## config.mk

```make
export PLATFORM = sky130hd
export DESIGN_NAME = rcba_cfg_regs
export DESIGN_NICKNAME = d
export VERILOG_FILES = /design/src/sv/rcba_pkg.sv /design/src/sv/rcba_cfg_regs.sv
export SDC_FILE = /design/constraint.sdc
export NUM_CORES = 1
export LEC_CHECK = 0
export BUFFER_PORTS_ARGS = -buffer_cell sky130_fd_sc_hd__buf_2
export CAP_MARGIN = 0
export CORE_ASPECT_RATIO = 1.25
export CORE_UTILIZATION = 50
export CTS_CLUSTER_SIZE = 24
export DETAILED_ROUTE_END_ITERATION = 7
export PLACE_DENSITY = 0.75
export RECOVER_POWER = 25
export SLEW_MARGIN = 20
export SYNTH_ARGS = -nofsm -noshare
export SYNTH_HDL_FRONTEND = slang
export SYNTH_SLANG_ARGS = --single-unit
```

## constraint.sdc

```tcl
create_clock -name i_clk -period 1.3 [get_ports i_clk]
set_clock_uncertainty 0.05 [all_clocks]
set_input_delay 0.13 -clock i_clk [delete_from_list [all_inputs] [get_ports i_clk]]
set_output_delay 0.13 -clock i_clk [all_outputs]
set_load 0.05 [all_outputs]
```

## src/sv/rcba_pkg.sv

```systemverilog
`timescale 1ns / 1ps
// ----------------------------------------------------------------------------
// rcba_pkg
// Shared widths, register indexes and types for the resonant controller.
// ----------------------------------------------------------------------------
package rcba_pkg;

    localparam int DEF_SAMPLE_WIDTH   = 16;
    localparam int DEF_COEF_FRAC_BITS = 24;

    localparam int COEF_W    = 32;
    localparam int RAW_W     = 32;
    localparam int CFG_IDX_W = 3;
    localparam int CFG_W     = 32;

    localparam logic [CFG_IDX_W-1:0] CFG_B0    = 3'd0;
    localparam logic [CFG_IDX_W-1:0] CFG_B1    = 3'd1;
    localparam logic [CFG_IDX_W-1:0] CFG_B2    = 3'd2;
    localparam logic [CFG_IDX_W-1:0] CFG_A1    = 3'd3;
    localparam logic [CFG_IDX_W-1:0] CFG_A2    = 3'd4;
    localparam logic [CFG_IDX_W-1:0] CFG_UPPER = 3'd5;
    localparam logic [CFG_IDX_W-1:0] CFG_LOWER = 3'd6;

    typedef struct packed {
        logic signed [COEF_W-1:0] b0;
        logic signed [COEF_W-1:0] b1;
        logic signed [COEF_W-1:0] b2;
        logic signed [COEF_W-1:0] a1;
        logic signed [COEF_W-1:0] a2;
    } t_coef_set;

endpackage

```

## src/sv/rcba_cfg_regs.sv

```systemverilog
`timescale 1ns / 1ps
// ----------------------------------------------------------------------------
// rcba_cfg_regs
// Coefficient and limit registers, written through a plain write port.
// ----------------------------------------------------------------------------
module rcba_cfg_regs #(
    parameter int SAMPLE_WIDTH = rcba_pkg::DEF_SAMPLE_WIDTH
) (
    input  logic                                i_clk,
    input  logic                                i_rst_n,
    input  logic                                i_cfg_we,
    input  logic [rcba_pkg::CFG_IDX_W-1:0]      i_cfg_index,
    input  logic [rcba_pkg::CFG_W-1:0]          i_cfg_data,
    output rcba_pkg::t_coef_set                 o_coefs,
    output logic signed [SAMPLE_WIDTH-1:0]      o_upper,
    output logic signed [SAMPLE_WIDTH-1:0]      o_lower
);

    localparam logic signed [SAMPLE_WIDTH-1:0] LIM_MAX = {1'b0, {(SAMPLE_WIDTH-1){1'b1}}};
    localparam logic signed [SAMPLE_WIDTH-1:0] LIM_MIN = {1'b1, {(SAMPLE_WIDTH-1){1'b0}}};

    rcba_pkg::t_coef_set              r_coefs;
    logic signed [SAMPLE_WIDTH-1:0]   r_upper;
    logic signed [SAMPLE_WIDTH-1:0]   r_lower;

    always_ff @(posedge i_clk) begin
        if (!i_rst_n) begin
            r_coefs <= '0;
            r_upper <= LIM_MAX;
            r_lower <= LIM_MIN;
        end else if (i_cfg_we) begin
            case (i_cfg_index)
                rcba_pkg::CFG_B0:    r_coefs.b0 <= i_cfg_data;
                rcba_pkg::CFG_B1:    r_coefs.b1 <= i_cfg_data;
                rcba_pkg::CFG_B2:    r_coefs.b2 <= i_cfg_data;
                rcba_pkg::CFG_A1:    r_coefs.a1 <= i_cfg_data;
                rcba_pkg::CFG_A2:    r_coefs.a2 <= i_cfg_data;
                rcba_pkg::CFG_UPPER: r_upper    <= i_cfg_data[SAMPLE_WIDTH-1:0];
                rcba_pkg::CFG_LOWER: r_lower    <= i_cfg_data[SAMPLE_WIDTH-1:0];
                default: ;
            endcase
        end
    end

    assign o_coefs = r_coefs;
    assign o_upper = r_upper;
    assign o_lower = r_lower;

endmodule

```

==> run summary, run 1 <==
Status = finished clean
Initial DRC Count = 228
Hold WC Path Type = in -> reg
Final Hold Vio Count = 0
Drt drc = 0
# rows = 48
Avg WL per Cell = 16.0 µm
Die H = 136 µm
Fin crit share = 0.960
CP delay by family, top = flip-flops
Max H-tree Level = 4
Critical path type = reg -> out
Instance count on the critical path = 1
CTS tree = built
TritonCTS buffer count = 17
Crit path DAT = 1.07 ns
Routed WL = 17800 µm
Most common cell after layout, fill and taps aside = buf_2
Total global-route track usage = 0.239
Mapped cell area = 0.00714 mm²
Final net count = 965
Setup TNS Final = 0 ns
Root Driver = clkbuf_16
Die footprint = 0.0148 mm²
Detailed Place HPWL = 12400 µm
Setup Viol. Count Final = 0
Final WS setup = 0.0518 ns
Max-cap violations = 0
Worst Setup Start Kind = register
Mapped Cells = 680
Crit path buf inv count = 1
Filler cell count in the final layout = 1097
Post-CTS setup buffers = 0
Antenna violations before repair = 0
Area Growth Syn to Fin = 31.6%
Ports = 230
Minimum clock period = 1.25 ns
Bufs on Longest Clock Path = 2
Critical-path cell with the highest stage delay = dfxtp_1
Clock sink count = 192
Starting Density = 0.515
Highest clock rate = 801 MHz
Lkg Pwr = 4.79 nW
Headroom to the max-slew limit = 0.761
Reg clk slew, reported paths = 0.06 ns
Dpl cells = 1065
GPL Wtd Cong = 0.781
Post-Layout Cell Count = 1113
Clock Latency Late Sink = 0.42 ns
Post-synthesis area per instance = 10.5 µm²
Gr ovfl total = 0
Cell chain of the critical path = buf_2
Synth Register Bits = 192
Crit end category = primary output
Via Count = 5592
Commonest non-fill, non-tap cells in the layout = 220 x buf_2, 208 x nand2_1, 192 x mux2i_1, 192 x dfxtp_1, 32 x nor2b_1
DP Worst Slack = 0.0322 ns
Worst Path Required = 1.12 ns
DRT Pass-1 Iters = 4
Reg2reg path depth = 2
First-pass GRT wire length = 27000 µm
R2R Path End = o_upper[8]
YS warnings = 0
Share of cells above drive strength 1 = 0.313
Die Wd = 109 µm
Worst setup endpoint = o_coefs[13]
ANT nets after route = 0
Hold_ws = 0.0139 ns
Sequential area share after synthesis = 0.538
Number of diodes = 0
Worst slew pin tran = 0.358 ns
Core Region = 0.0139 mm²
Worst path max stage delay = 0.38 ns
Worst R2R Setup Slack = 0.57 ns
Netlist cell types = 16
Critical Path Source = o_coefs[13]
Vias in the first global route = 5146
VDD IR-drop max = 0.909 mV
Syn_nets = 718
Slew Limit Fails = 0
CP max FO = 2
Worst R2R Start = o_upper[8]
Pwr/cell area = 1310 mW/mm²
RSZ-0062 raised after global routing = no
Pin count of the biggest net entering global routing = 52
PortBufs = 229
Post-DR vias/cell = 5.02
-- layout make-up --
type / instances / area (µm²) / area share
multi-input combinational: 439 / 3040 / 0.323
timing repair buffer: 277 / 1740 / 0.186
clock buffer: 19 / 443 / 0.0471
tap: 175 / 219 / 0.0233
clock inverter: 11 / 109 / 0.0116
sequential: 192 / 3840 / 0.409
-- per-layer routing --
metal  global-route usage  vias to the layer above  routed length, µm
li1                     -                     2731                  -
met1                0.292                     2661               7710
met2                0.408                      179               8760
met3               0.0611                       21               1010
met4               0.0751                        0                269
met5                    0                        -                  0
-- registers in the layout, summed over array words and instances, names as in the netlist --
name / cells
o_coefs: 160
o_lower: 16
o_upper: 16
-- Yosys cell counts --
cell type    n  share of area
nand2_1    208           0.11
dfxtp_1    192           0.54
mux2i_1    192           0.27
nor2b_1     32          0.028
clkbuf_1    20          0.011
buf_4       11          0.012
buf_2        9         0.0063
buf_6        7          0.011
nand4bb_1    2         0.0032
and4b_2      1         0.0016
and4bb_1     1         0.0018
buf_1        1        0.00053
buf_8        1         0.0021
nand4b_1     1         0.0012
nand4b_2     1         0.0021
nor4b_4      1         0.0033
-- power breakdown --
| part | switching (W) | internal (W) | leakage [nW] |
|---|---|---|---|
| clock network | 0.00224 | 0.00269 | 0.258 |
| registers | 0.0000648 | 0.00601 | 1.55 |
| logic | 0.000914 | 0.000410 | 2.98 |
| total | 0.00322 | 0.00911 | 4.79 |
-- how the worst min path moves through the flow --
| stage | from | endpoint | cells past startpoint |
|---|---|---|---|
| 2_1_floorplan | i_cfg_data[15] | o_lower[15] | 2 |
| 3_3_place_gp | i_cfg_data[11] | o_upper[11] | 3 |
| 3_5_place_dp | i_cfg_data[6] | o_upper[6] | 3 |
| 4_1_cts | i_cfg_data[24] | o_coefs[24] | 3 |
| 5_1_grt | i_cfg_data[24] | o_coefs[56] | 3 |
| 6_report | i_cfg_data[30] | o_coefs[94] | 3 |
-- kinds of logic (layout without fill, tap and decap cells) --
kind of cell / Yosys count / count (layout) / share of synthesized area
buffers and inverters: 49 / 307 / 0.0421
flip-flops: 192 / 192 / 0.538
multiplexers: 192 / 192 / 0.269
AND/OR/NAND/NOR: 247 / 247 / 0.151
-- stage by stage --
step / power [W] / utilization / cell area (µm²)
3_3_place_gp: 0.00748 / 0.625 / 8670
4_1_cts: 0.0124 / 0.677 / 9400
6_report: 0.0123 / 0.677 / 9400
5_1_grt: 0.0127 / 0.677 / 9400
2_1_floorplan: 0.00709 / - / 7140
3_5_place_dp: 0.00749 / 0.625 / 8670
-- repair_timing --
action / in CTS / in global routing
hold endpoints to repair: 23 / 0
endpoints found under the setup margin: 0 / 1
hold buffers: 18 / 0
resized for setup: 0 / 1
Power figures use the tool's default switching activity.
==> run 2: changes to the inputs <==
--- a/config.mk
+++ b/config.mk
@@ -12,7 +12,7 @@
 export CTS_CLUSTER_SIZE = 24
 export DETAILED_ROUTE_END_ITERATION = 7
 export PLACE_DENSITY = 0.75
-export RECOVER_POWER = 25
+export RECOVER_POWER = 100
 export SLEW_MARGIN = 20
 export SYNTH_ARGS = -nofsm -noshare
 export SYNTH_HDL_FRONTEND = slang
==> constraint.sdc (replaced) <==
create_clock -name i_clk -period 1.3 [get_ports i_clk]
set_clock_uncertainty 0.05 [all_clocks]
set_input_delay 0.065 -clock i_clk [delete_from_list [all_inputs] [get_ports i_clk]]
set_output_delay 0.065 -clock i_clk [all_outputs]
set_load 0.05 [all_outputs]
==> run 2 against run 1 <==
First-iteration DRC count up 4.4%. Cell count up 1.8%. Non-clock buffer count up 18. Setup slack better by 0.057 ns. Worst hold slack worse by 0.0047 ns. Via count up 0.61%. Die area unchanged. Combinational power about the same. Critical path type unchanged. Largest cell class unchanged.
==> run summary, run 2 (synthesis results as in run 1) <==
Status = finished clean
Crit path DAT = 1.08 ns
Root Driver = clkbuf_16
Max-cap violations = 0
Slew Limit Fails = 0
Clock sink count = 192
Critical path type = reg -> out
Routed WL = 18400 µm
Detailed Place HPWL = 12500 µm
ANT nets after route = 0
Final Hold Vio Count = 0
Number of diodes = 0
Die footprint = 0.0148 mm²
Gr ovfl total = 0
DRT Pass-1 Iters = 5
Starting Density = 0.515
First-pass GRT wire length = 27700 µm
Setup TNS Final = 0 ns
CP max FO = 2
Post_cts resized = 0
Pwr/cell area = 1310 mW/mm²
Via Count = 5626
Fin crit share = 0.916
GPL Wtd Cong = 0.759
Max reg flops = 160
Lkg Pwr = 4.66 nW
Die H = 136 µm
Headroom to the max-slew limit = 0.531
PortBufs = 229
CTS tree = built
Antenna violations before repair = 0
Reg clk slew, reported paths = 0.07 ns
VDD IR-drop max = 0.898 mV
Initial DRC Count = 238
Most common cell after layout, fill and taps aside = nand2_1
Hold_buf cts = 32
RSZ-0062 raised after global routing = no
Worst Setup Start Kind = register
Area Growth Syn to Fin = 31.7%
Post-DR vias/cell = 4.97
Minimum clock period = 1.19 ns
Setup Viol. Count Final = 0
Crit end category = primary output
Worst slew pin tran = 0.704 ns
Worst path max stage delay = 0.37 ns
Ports = 230
Worst Path Required = 1.19 ns
Share of cells above drive strength 1 = 0.296
Die Wd = 109 µm
TritonCTS buffer count = 17
Bufs on Longest Clock Path = 2
Cell chain of the critical path = clkbuf_2
Core Region = 0.0139 mm²
Fin util = 0.678
Vias in the first global route = 5347
# rows = 48
CP delay by family, top = flip-flops
Hold_ws = 0.00917 ns
Highest clock rate = 839 MHz
Avg WL per Cell = 16.2 µm
Critical-path cell with the highest stage delay = dfxtp_1
Final net count = 983
Pin count of the biggest net entering global routing = 38
Total global-route track usage = 0.248
Commonest non-fill, non-tap cells in the layout = 208 x nand2_1, 198 x clkbuf_2, 192 x mux2i_1, 192 x dfxtp_1
Drt drc = 0
Clock Latency Late Sink = 0.41 ns
Post-CTS setup buffers = 0
Hold WC Path Type = in -> reg
Crit path buf inv count = 1
Max H-tree Level = 4
run 2: cell count changes in the layout (fill, tap and decap cells not counted), moves of 2 or more:
cell | previous run | this run
clkinv_2 | 1 | 3
dlygate4sd3_1 | 18 | 32
inv_8 | 0 | 2
buf_2 | 220 | 21
clkbuf_1 | 1 | 16
inv_6 | 2 | 4
nand4bb_4 | 2 | 0
buf_12 | 15 | 7
buf_4 | 12 | 18
clkbuf_4 | 0 | 2
clkbuf_2 | 10 | 198
run 2: path summary, 6_finish.rpt:
check	start	to	slack, ns	cells past startpoint
hold / removal	i_cfg_data[16]	o_coefs[48]	0.009	3
setup / recovery	o_coefs[14]	o_coefs[14]	0.11	1
hold reg to reg	o_coefs[122]	o_coefs[122]	0.41	2
setup reg to reg	o_upper[3]	o_upper[3]	0.57	2
run 2: cell type report:
cell class                      count  area, µm²
Clock buffer                       17        425
Tap cell                          175        219
Fill cell                        1067       4470
Multi-Input combinational cell    439       3010
Sequential cell                   192       3840
Timing Repair Buffer              295       1780
Clock inverter                     15        129
run 2: power breakdown:
| part | switching [W] | internal (W) | total [W] |
|---|---|---|---|
| sequential | 0.0000683 | 0.00601 | 0.00608 |
| combinational | 0.000924 | 0.000417 | 0.00134 |
| clock | 0.00239 | 0.00251 | 0.00490 |
run 2: per-layer routing:
metal | GRT usage | vias to the layer above | wire (µm)
met5 | 0 | - | 0
met4 | 0.110 | 0 | 534
met3 | 0.0722 | 29 | 1140
met2 | 0.412 | 191 | 8930
met1 | 0.292 | 2625 | 7810
li1 | - | 2781 | -
run 2: stage by stage:
| stage | cell area [µm²] | cells | setup WS (ns) | total power (W) |
|---|---|---|---|---|
| 3_3_place_gp | 8650 | 1069 | 0.0574 | 0.00749 |
| 6_report | 9410 | 1133 | 0.109 | 0.0123 |
| 2_1_floorplan | 7140 | 680 | 0.297 | 0.00709 |
| 5_1_grt | 9410 | 1133 | 0.0608 | 0.0127 |
| 3_5_place_dp | 8650 | 1069 | 0.0323 | 0.00750 |
| 4_1_cts | 9520 | 1133 | 0.0917 | 0.0124 |
==> run 3: changes to the inputs <==
--- a/config.mk
+++ b/config.mk
@@ -8,10 +8,9 @@
 export BUFFER_PORTS_ARGS = -buffer_cell sky130_fd_sc_hd__buf_2
 export CAP_MARGIN = 0
 export CORE_ASPECT_RATIO = 1.25
-export CORE_UTILIZATION = 50
-export CTS_CLUSTER_SIZE = 24
+export CORE_UTILIZATION = 54
 export DETAILED_ROUTE_END_ITERATION = 7
-export PLACE_DENSITY = 0.75
+export PLACE_DENSITY = 0.8
 export RECOVER_POWER = 100
 export SLEW_MARGIN = 20
 export SYNTH_ARGS = -nofsm -noshare
==> constraint.sdc (replaced) <==
create_clock -name i_clk -period 1.5 [get_ports i_clk]
set_clock_uncertainty 0.05 [all_clocks]
set_input_delay 0.075 -clock i_clk [delete_from_list [all_inputs] [get_ports i_clk]]
set_output_delay 0.075 -clock i_clk [all_outputs]
set_load 0.05 [all_outputs]
==> run 3 against run 2 <==
Largest cell class unchanged. Combinational power is 16% lower. Via count stayed put. Sequential power is 13% lower. Routed wire length is 1.6% lower. Register-to-register slack better by 0.19 ns. Critical endpoint is now o_coefs[142]. Sequential share of layout area is 0.41 points higher. First-iteration DRC count is 13% lower. Critical path depth stayed put. Die area is 7.3% lower.
==> run summary, run 3 (synthesis results as in run 1) <==
Status = finished clean
Vias in the first global route = 5477
Fin util = 0.729
Hold_buf cts = 30
Share of cells above drive strength 1 = 0.211
Worst R2R Setup Slack = 0.76 ns
Slew Limit Fails = 0
Design area = 0.00931 mm²
First-pass GRT wire length = 27800 µm
# rows = 46
PortBufs = 229
Minimum clock period = 1.38 ns
Reg clk slew, reported paths = 0.07 ns
GPL Wtd Cong = 0.783
Root Driver = clkbuf_16
Dpl cells = 1048
Pin count of the biggest net entering global routing = 61
Setup TNS Final = 0 ns
Antenna violations before repair = 0
CP delay by family, top = buffers and inverters
ANT nets after route = 0
Crit path DAT = 1.25 ns
Lkg Pwr = 4.37 nW
Detailed Place HPWL = 12200 µm
Worst Setup Start Kind = register
Number of diodes = 0
Worst slew pin tran = 0.641 ns
Headroom to the max-slew limit = 0.574
Most common cell after layout, fill and taps aside = nand2_1
Ports = 230
Core Region = 0.0128 mm²
Starting Density = 0.559
VDD IR-drop max = 0.618 mV
Final net count = 967
Commonest non-fill, non-tap cells in the layout = 208 x nand2_1, 192 x mux2i_1, 192 x dfxtp_1
Max H-tree Level = 4
Crit end category = primary output
Die footprint = 0.0137 mm²
Setup Viol. Count Final = 0
Post-DP Area = 0.00853 mm²
Critical path type = reg -> out
Bufs on Longest Clock Path = 2
Total global-route track usage = 0.260
Hold WC Path Type = in -> reg
Cell chain of the critical path = clkbuf_1
Worst path max stage delay = 0.50 ns
Post-DR vias/cell = 5.07
RSZ-0062 raised after global routing = no
Pwr/cell area = 1170 mW/mm²
Clock Latency Late Sink = 0.42 ns
Fin crit share = 0.917
Area Growth Syn to Fin = 30.4%
Die Wd = 105 µm
Avg WL per Cell = 16.3 µm
Via Count = 5626
DRT Pass-1 Iters = 5
Max reg flops = 160
Max-cap violations = 0
Post-Layout Cell Count = 1110
Die H = 131 µm
Crit path buf inv count = 1
Gr ovfl total = 0
CP max FO = 2
CTS tree = built
Final Power = 0.0109 W
Critical-path cell with the highest stage delay = clkbuf_1
TritonCTS buffer count = 17
Highest clock rate = 727 MHz
Post_cts resized = 0
Clock sink count = 192
Post-CTS setup buffers = 0
Routed WL = 18100 µm
Final Hold Vio Count = 0
Drt drc = 0
Initial DRC Count = 208
Worst Path Required = 1.37 ns
[run 3: changes by cell type in the layout (fill, tap and decap cells not counted), sizes merged]
cell,previous run,this run
buf,47,61
bufinv,0,2
clkbuf,233,206
clkinv,6,3
clkinvlp,3,4
dlygate4sd3,32,30
inv,6,5
[run 3: cell type report]
type / count / area [µm²]
clock buffer: 18 / 439
clock inverter: 14 / 153
fill: 975 / 3470
multi-input combinational: 439 / 3040
sequential: 192 / 3840
tap: 168 / 210
timing repair buffer: 279 / 1630
[run 3: path summary, 6_finish.rpt]
| path | start | endpoint | depth (start not counted) |
|---|---|---|---|
| setup / recovery | o_coefs[142] | o_coefs[142] | 1 |
| hold / removal | i_cfg_data[31] | o_coefs[127] | 3 |
| setup reg to reg | o_coefs[47] | o_coefs[47] | 2 |
| hold reg to reg | o_coefs[76] | o_coefs[76] | 2 |
[run 3: report_power, final]
group	internal, W	leakage, nW	switching [W]
Clock	0.00253	0.280	0.00197
Sequential	0.00521	1.55	0.0000607
Combinational	0.000338	2.54	0.000795
[run 3: tightest hold or removal path: stages]
cell and delay, ns:
buf_2 0.07, nand2_1 0.13, mux2i_1 0.16
[run 3: through the flow]
step	worst slack, ns	hold WS, ns
after global routing	0.0794	0.0569
after floorplan	0.487	0.185
after detailed placement	0.248	0.306
after global placement	0.269	0.296
final	0.125	0.0302
after CTS	0.221	0.0174
[run 3: per-layer routing]
metal | wire, µm | part of all wire | GRT usage | vias to the layer above
met5 | 0 | 0 | 0 | -
li1 | - | - | - | 2747
met2 | 8740 | 0.48 | 0.447 | 182
met1 | 7840 | 0.43 | 0.319 | 2678
met4 | 345 | 0.019 | 0.0845 | 0
met3 | 1180 | 0.065 | 0.0694 | 19
